## src/design/fmpia_pkg.sv

```systemverilog
// Shared constants and types for the pairwise interaction accumulator.
`timescale 1ns / 1ps

package fmpia_pkg;

    localparam int LATENT_DIM   = 32;
    localparam int VALUE_W      = 8;
    localparam int DIM_W        = 5;
    localparam int SUM_W        = 16;
    localparam int TOTAL_W      = 32;
    localparam int RESULT_W     = TOTAL_W + 1;
    localparam int S_TDATA_W    = 16;
    localparam int M_TDATA_W    = 40;

    // One element held in the input register.
    typedef struct packed {
        logic signed [VALUE_W-1:0] latent_value;
        logic [DIM_W-1:0]          dimension;
        logic                      final_req;
    } elem_t;

endpackage

```

## src/design/fmpia_accum.sv

```systemverilog
// Per-dimension sums, running totals and result arithmetic.
`timescale 1ns / 1ps

module fmpia_accum
    import fmpia_pkg::*;
(
    input  logic                       aclk,
    input  logic                       aresetn,
    input  logic                       step,
    input  elem_t                      elem,
    output logic signed [RESULT_W-1:0] interaction
);

    logic [SUM_W-1:0]          sums_reg [LATENT_DIM];
    logic [TOTAL_W-1:0]        est_reg;
    logic [TOTAL_W-1:0]        sst_reg;

    logic                      hit;
    logic [SUM_W-1:0]          sum_old;
    logic [SUM_W-1:0]          sum_new;
    logic signed [SUM_W+1:0]   old_s;
    logic signed [SUM_W+1:0]   new_s;
    logic signed [SUM_W+1:0]   diff_s;
    logic signed [SUM_W+1:0]   add_s;
    logic signed [2*SUM_W+3:0] prod;
    logic signed [2*VALUE_W-1:0] x_sq;
    logic [TOTAL_W-1:0]        est_next;
    logic [TOTAL_W-1:0]        sst_next;

    assign hit     = ({1'b0, elem.dimension} < (DIM_W+1)'(LATENT_DIM));
    assign sum_old = sums_reg[elem.dimension];
    assign sum_new = sum_old + {{(SUM_W-VALUE_W){elem.latent_value[VALUE_W-1]}},
                                elem.latent_value};

    // new^2 - old^2 = (new - old) * (new + old), one multiply
    assign old_s  = {{2{sum_old[SUM_W-1]}}, sum_old};
    assign new_s  = {{2{sum_new[SUM_W-1]}}, sum_new};
    assign diff_s = new_s - old_s;
    assign add_s  = new_s + old_s;
    assign prod   = (2*SUM_W+4)'(diff_s) * (2*SUM_W+4)'(add_s);
    assign x_sq   = (2*VALUE_W)'(elem.latent_value) * (2*VALUE_W)'(elem.latent_value);

    assign sst_next = hit ? sst_reg + prod[TOTAL_W-1:0] : sst_reg;
    assign est_next = hit ? est_reg + {{(TOTAL_W-2*VALUE_W){1'b0}}, x_sq} : est_reg;

    assign interaction = $signed({sst_next[TOTAL_W-1], sst_next})
                       - $signed({est_next[TOTAL_W-1], est_next});

    always_ff @(posedge aclk) begin
        if (!aresetn) begin
            est_reg <= '0;
            sst_reg <= '0;
            for (int i = 0; i < LATENT_DIM; i++) begin
                sums_reg[i] <= '0;
            end
        end else if (step) begin
            if (elem.final_req) begin
                est_reg <= '0;
                sst_reg <= '0;
                for (int i = 0; i < LATENT_DIM; i++) begin
                    sums_reg[i] <= '0;
                end
            end else begin
                est_reg <= est_next;
                sst_reg <= sst_next;
                if (hit) begin
                    sums_reg[elem.dimension] <= sum_new;
                end
            end
        end
    end

endmodule

```

## src/design/fm_pairwise_interaction_accumulator_unit.sv

```systemverilog
// Usage:
//   Slave side takes one latent-vector element per beat: tdata carries the
//   signed element value and its dimension index, tlast marks the final
//   element of a feature set. Every beat updates its dimension sum and the
//   running squared totals. A tlast beat also produces one master-side beat
//   carrying the 33-bit signed interaction term, after which all sums clear.
//   Non-final beats produce nothing on the master side.
// Timing:
//   The sum read-modify-write and squared-delta multiplier are the single
//   stage between the input register and the output register (m_tvalid);
//   a final beat's result is loaded there as that beat steps. One element per
//   cycle is sustained unless a final beat waits on the output register.
// Reset:
//   aresetn low clears all dimension sums, both totals and both valid flags.
// Backpressure:
//   While a result waits on m_tready, non-final beats keep flowing. A final
//   beat holds in the input register until the output register frees, and
//   s_tready drops only then.
`timescale 1ns / 1ps

module fm_pairwise_interaction_accumulator_unit
    import fmpia_pkg::*;
(
    input  logic                 aclk,
    input  logic                 aresetn,
    input  logic                 s_tvalid,
    output logic                 s_tready,
    input  logic [S_TDATA_W-1:0] s_tdata,   // [7:0] latent_value, [12:8] dimension
    input  logic                 s_tlast,   // final_req
    output logic                 m_tvalid,
    input  logic                 m_tready,
    output logic [M_TDATA_W-1:0] m_tdata    // [32:0] interaction
);

    logic                       in_valid_reg;
    elem_t                      elem_reg;
    logic                       m_valid_reg;
    logic signed [RESULT_W-1:0] result_reg;
    logic signed [RESULT_W-1:0] interaction;
    logic                       out_free;
    logic                       step;

    assign out_free = !m_valid_reg || m_tready;
    assign step     = in_valid_reg && (!elem_reg.final_req || out_free);
    assign s_tready = !in_valid_reg || step;

    fmpia_accum u_accum (
        .aclk        (aclk),
        .aresetn     (aresetn),
        .step        (step),
        .elem        (elem_reg),
        .interaction (interaction)
    );

    always_ff @(posedge aclk) begin
        if (!aresetn) begin
            in_valid_reg <= 1'b0;
        end else if (s_tready) begin
            in_valid_reg <= s_tvalid;
        end
    end

    always_ff @(posedge aclk) begin
        if (s_tvalid && s_tready) begin
            elem_reg.latent_value <= s_tdata[VALUE_W-1:0];
            elem_reg.dimension    <= s_tdata[VALUE_W+DIM_W-1:VALUE_W];
            elem_reg.final_req    <= s_tlast;
        end
    end

    always_ff @(posedge aclk) begin
        if (!aresetn) begin
            m_valid_reg <= 1'b0;
        end else if (step && elem_reg.final_req) begin
            m_valid_reg <= 1'b1;
        end else if (m_tready) begin
            m_valid_reg <= 1'b0;
        end
    end

    always_ff @(posedge aclk) begin
        if (step && elem_reg.final_req) begin
            result_reg <= interaction;
        end
    end

    assign m_tvalid = m_valid_reg;
    assign m_tdata  = {{(M_TDATA_W-RESULT_W){1'b0}}, result_reg};

endmodule

```

## config.mk

```make
export PLATFORM = sky130hd
export DESIGN_NAME = fm_pairwise_interaction_accumulator_unit
export DESIGN_NICKNAME = d
export VERILOG_FILES = /design/src/design/fmpia_pkg.sv /design/src/design/fmpia_accum.sv /design/src/design/fm_pairwise_interaction_accumulator_unit.sv
export SDC_FILE = /design/constraint.sdc
export NUM_CORES = 2
export LEC_CHECK = 0
export ABC_AREA = 1
export BUFFER_PORTS_ARGS = -buffer_cell sky130_fd_sc_hd__buf_2
export CAP_MARGIN = 10
export CELL_PAD_IN_SITES_DETAIL_PLACEMENT = 0
export CELL_PAD_IN_SITES_GLOBAL_PLACEMENT = 1
export CORE_MARGIN = 1
export CORE_UTILIZATION = 54
export DETAILED_ROUTE_END_ITERATION = 7
export PLACE_DENSITY_LB_ADDON = 0.1
export SETUP_SLACK_MARGIN = 0.2
export SYNTH_ARGS = -nofsm -noshare
export SYNTH_HDL_FRONTEND = slang
export SYNTH_SLANG_ARGS = --single-unit
```

## constraint.sdc

```tcl
create_clock -name aclk -period 30.3 [get_ports aclk]
set_input_delay 3.03 -clock aclk [delete_from_list [all_inputs] [get_ports aclk]]
set_output_delay 3.03 -clock aclk [all_outputs]
set_load 0.005 [all_outputs]
```

Word level (Yosys, flattened, before mapping)
Memory sizes are Yosys's and may differ from the RTL's. A register that Yosys moved wholly into a read port is not among the register bits.
Cells that the tools add are included.
{"block": "word_totals", "ram_bits": 512, "elab_cells": 109, "ff_bits": 113, "n_memories": 1}
{"block": "classes", "reduce_logical": 11, "bitwise": 32, "n_mul": 2, "muxes": 49, "n_addsub": 6}
{"name": "u_accum.sums_reg", "depth": 32, "word_bits": 16, "read_ports": 1, "rd_ports_with_merged_regs": 1, "write_ports": 32, "line": "fmpia_accum.sv:14", "source": "logic [SUM_W-1:0] sums_reg [LATENT_DIM];"}
{"operator": "$mux 16", "count": 33}
{"operator": "$mux 32", "count": 2}
{"operator": "$sub 32x32->33", "count": 1}
{"operator": "$add 32x16->32", "count": 1}
{"operator": "$add 32x32->32", "count": 1}
{"operator": "$mul 17x17->32", "count": 1}
{"operator": "$or 1x1->1", "count": 32}
{"operator": "$add 16x16->17", "count": 1}
{"operator": "$sub 16x16->17", "count": 1}
{"operator": "$add 16x16->16", "count": 1}
{"operator": "$mul 8x8->16", "count": 1}
{"operator": "$reduce_or 16->1", "count": 1}
{"operator": "$mux 1", "count": 12}
{"operator": "$mux 5", "count": 2}
{"operator": "$logic_and 1x1->1", "count": 3}
{"operator": "$logic_not 1->1", "count": 3}
{"operator": "$logic_or 1x1->1", "count": 3}
{"operator": "$reduce_bool 2->1", "count": 1}

Logic depth before layout (Yosys ltp)
{"block": "logic_depth", "depth_word": 9, "depth_mapped": 74, "ltp_nobuf": 70}

Modules after synthesis
Synthesis repeated with hierarchy kept, for this count alone.
{"block": "unflattened", "hier_cells": 4843, "area_unflattened_um2": 45288.4}
{"module": "fmpia_accum", "seq_area_each_um2": 16656.0, "area_each_um2": 43699.4, "n_inst": 1, "cells_each": 4769}
{"module": "fm_pairwise_interaction_accumulator_unit", "seq_area_each_um2": 1451.4, "area_each_um2": 1589.0, "n_inst": 1, "cells_each": 74}

Worst setup path after synthesis
OpenSTA, ideal clock, no wires.
{"block": "synth_timing", "path_type": "flip-flop to flip-flop", "startpoint": "reg with a tool-made name", "endpoint": "reg result_reg[32] (data pin)", "period_less_slack_ns": 11.064, "t_required_ns": 30.048, "path_buffers": 6, "path_slack_ns": 19.236, "path_stages_with_launch": 62, "t_arrival_ns": 10.812, "path_cell_list": "dfxtp_1 > inv_2 > buf_4 > buf_6 > buf_2 > clkbuf_1 > nor2_1 > o22ai_1 > nor2_1 > o21ai_1 > nand2_1 > o21ai_1 > ha_1 > a21oi_1 > nor2_1 > a211oi_1 > o211ai_1 > a21oi_1 > [26 not listed] > a21oi_1 > o21ai_0 > a21oi_1 > nor2_1 > nor2_1 > xnor2_1 > ha_1 > nand2_1 > nor2_1 > nand2_1 > or2_2 > and3_1 > nor2_1 > nand3_1 > nand2_1 > nand2_1 > nand2_1 > nand2_1"}
{"element": "end signal, assigned", "line": "fm_pairwise_interaction_accumulator_unit.sv:83", "source": "result_reg <= interaction;"}
{"element": "end, declared", "line": "fm_pairwise_interaction_accumulator_unit.sv:38", "source": "logic signed [RESULT_W-1:0] result_reg;"}

==> results by group <==
Outcome
  – Run status: finished, final reports clean

Worst setup path
  – Critical path launch point type: register
  – Crit path largest cell delay: approximately 930 ps
  – Reg2reg setup slack: 13940 ps
  – R2R depth: 55
  – Worst path arrival time: around 17000 ps
  – CP max FO: 85
  – Crit path max-delay cell type: xnor3_2
  – Critical path required time: between 30000 and 40000 ps
  – Critical path capture point type: register
  – Critical Setup Path Class: register to register
  – Reg2reg end: result_reg[31]
  – Most used cell, CP: nand2_1

Hold path
  – Hold path start: u_accum.est_reg[7]
  – Hold Path Class: register to register
  – Hold path depth: 2
  – Hold EP: u_accum.est_reg[7]

Logic synthesis
  – Post-Synthesis Cells: 5120
  – Mapped Area: 45860 µm²
  – Distinct cells, synth: 56
  – Yosys top cell area share: 36.60%
  – Sequential fraction of the synthesis area: around 40%
  – Synth warnings: 0
  – Synthesized area per cell: ~9 µm²
  – Area contributors post-synth: edfxtp_1, fa_1, nor2_1, inv_1, ha_1
  – #FFs+latches synth: 630
  – Synth area leader: edfxtp_1

STA
  – Final TNS setup: 0 ps
  – Final Slew Violations: 0
  – Tcrit/Tclk final: 54.01%
  – Fin crit period: 16360 ps
  – Max-slew headroom: 13.34%
  – Setup-failing EPs final: 0
  – Upper clock frequency limit: 61.11 MHz
  – Slew @ Worst Pin: 1295 ps
  – Endpoints failing hold: 0
  – RSZ-0062 raised after global routing: no
  – Worst Clk Skew: 49.84 ps

Routing
  – Via density: 5.677
  – Drt total wl: 133200 µm
  – Routed met3 length: 12660 µm
  – Detailed Route Iter0 Violations: 3671
  – Routed wire per std cell: 21.32 µm
  – Pre-Repair DR Iteration Count: 6
  – Detailed-route via count: 35460
  – DR top layer: met4
  – WL met1: 58480 µm
  – WL met2: 58650 µm
  – Number of remaining DRC errors: 0
  – Antenna Nets Post-Route: 0

Job
  – Max cap viols: 0

Clocking
  – Clock Latency Late Sink: 660 ps
  – CTS Sinks: between 600 and 700
  – CTS Buffer Depth: 3
  – Num CTS Buffers: 73
  – Cts hold-fix bufs: 0
  – Reg clk slew, reported paths: 60 ps
  – Htree depth: 3
  – Postcts setup bufs: 0
  – Post-cts resize count: 0
  – CTS Root Cell: clkbuf_16
  – CTS tree: built

Layout
  – Max reg flops: 512
  – Most frequent cells in the layout: nor2_1, inv_1, nand2_1
  – Layout net count: 5670
  – Area Overhead vs Synth: 7.697%
  – # diodes: 0
  – Share of layout cells above drive strength 1: 5.418%
  – Most common cell after layout, fill and taps aside: nor2_1
  – Layout filler cell count: 7558

Die
  – Die area: approximately 86000 µm²
  – Die X: between 200 and 300 µm
  – Floorplan row count: roughly 110
  – Starting Density: around 55%
  – Core area: 83820 µm²
  – Io pins: 63
  – Die H: 293.4 µm

Global route
  – Total GRT Usage: a little under a third
  – Vias in the first global route: roughly 35000
  – Initial antenna violation count: 0
  – Largest net degree at the start of global routing: 86
  – First-pass GRT wire length: 204400 µm
  – GRT overflow: 0

Placement
  – Gpl congestion: 0.9132
  – Number of port buffers: 52
  – DPL Wire Length: 91910 µm
worst max path at each step:
stage,startpoint,end,slack [ps],cells after the start
after floorplan,register,result_reg[32],19240,61
after global placement,register,result_reg[31],14530,57
after detailed placement,register,result_reg[31],14410,57
after CTS,register,result_reg[31],14350,57
after global routing,register,result_reg[31],13070,57
final,register,result_reg[31],13940,55
critical path: cells and delay by family, from the launching register on:
family	cells	cell delay, ps
xor gates and xnor gates	2	1500
and+or+nand+nor	24	3940
adders and majority gates	10	4870
DFF	1	530
AOI/OAI and AO/OA	9	2050
buffers and inverters	10	3010
synthesized netlist by cell type, drive strengths merged:
library cell / instances
nand3b: 7
nor3b: 1
conb: 1
or2: 11
o2111ai: 1
dfxtp: 71
nor3: 30
a31oi: 7
a211oi: 3
o221ai: 102
a21oi: 137
xnor3: 1
nand3: 141
o21bai: 10
and2: 3
a22o: 13
edfxtp: 559
ha: 221
o31ai: 2
o31a: 2
fa: 371
nand4: 16
o211ai: 8
nand2: 738
o21a: 6
xor2: 92
o22ai: 40
clkbuf: 185
clkinv: 4
nor4: 11
buf: 70
a21o: 6
o32ai: 4
xnor2: 35
o21ai: 405
inv: 778
a21boi: 1
nor2: 1022
and3: 2
a31o: 3
layer usage:
layer / up-vias / GRT usage [%]
met4: 0 / 8.181
met5: - / 0
li1: 16390 / -
met3: 183 / 5.537
met2: 1552 / 48.08
met1: 17340 / 46.60
cells by family (layout without fill, tap and decap cells):
kind of cell / after synthesis / in the layout / share of synthesized area (%)
buffers and inverters: 1037 / 1024 / 8.777
AOI/OAI and AO/OA: 750 / 750 / 9.579
DFF: 630 / 630 / 39.70
other: 1 / 7 / 0.008177
adders and majority gates: 592 / 592 / 22.23
and+or+nand+nor: 1982 / 1982 / 17.14
xor gates and xnor gates: 128 / 128 / 2.567
metrics by stage:
stage | cell area (µm²) | util [%] | hold slack (ps) | worst slack, ps | std cells
CTS | 49390 | 58.92 | 470.4 | 14350 | 6247
global route | 49390 | 58.92 | 484.2 | 13070 | 6247
global placement | 47090 | 56.18 | 445.6 | 14530 | 6116
detailed placement | 47090 | 56.18 | 453.7 | 14410 | 6116
finish | 49390 | 58.92 | 466.5 | 13940 | 6247
floorplan | 45880 | - | 434.7 | 19240 | 5126
cell type report:
cell class | instances | area [µm²] | area share [%]
flip-flops and latches | 630 | 18220 | 36.88
well taps | 1134 | 1419 | 2.873
multi-input cells | 3459 | 23810 | 48.21
repair buffers | 111 | 703.2 | 1.424
inverters | 782 | 2943 | 5.959
clock inverters | 32 | 374.1 | 0.7575
clock buffers | 99 | 1924 | 3.896
Power is not shown: default switching activity piles up to over one toggle a cycle in this logic, so the estimate is an artifact.
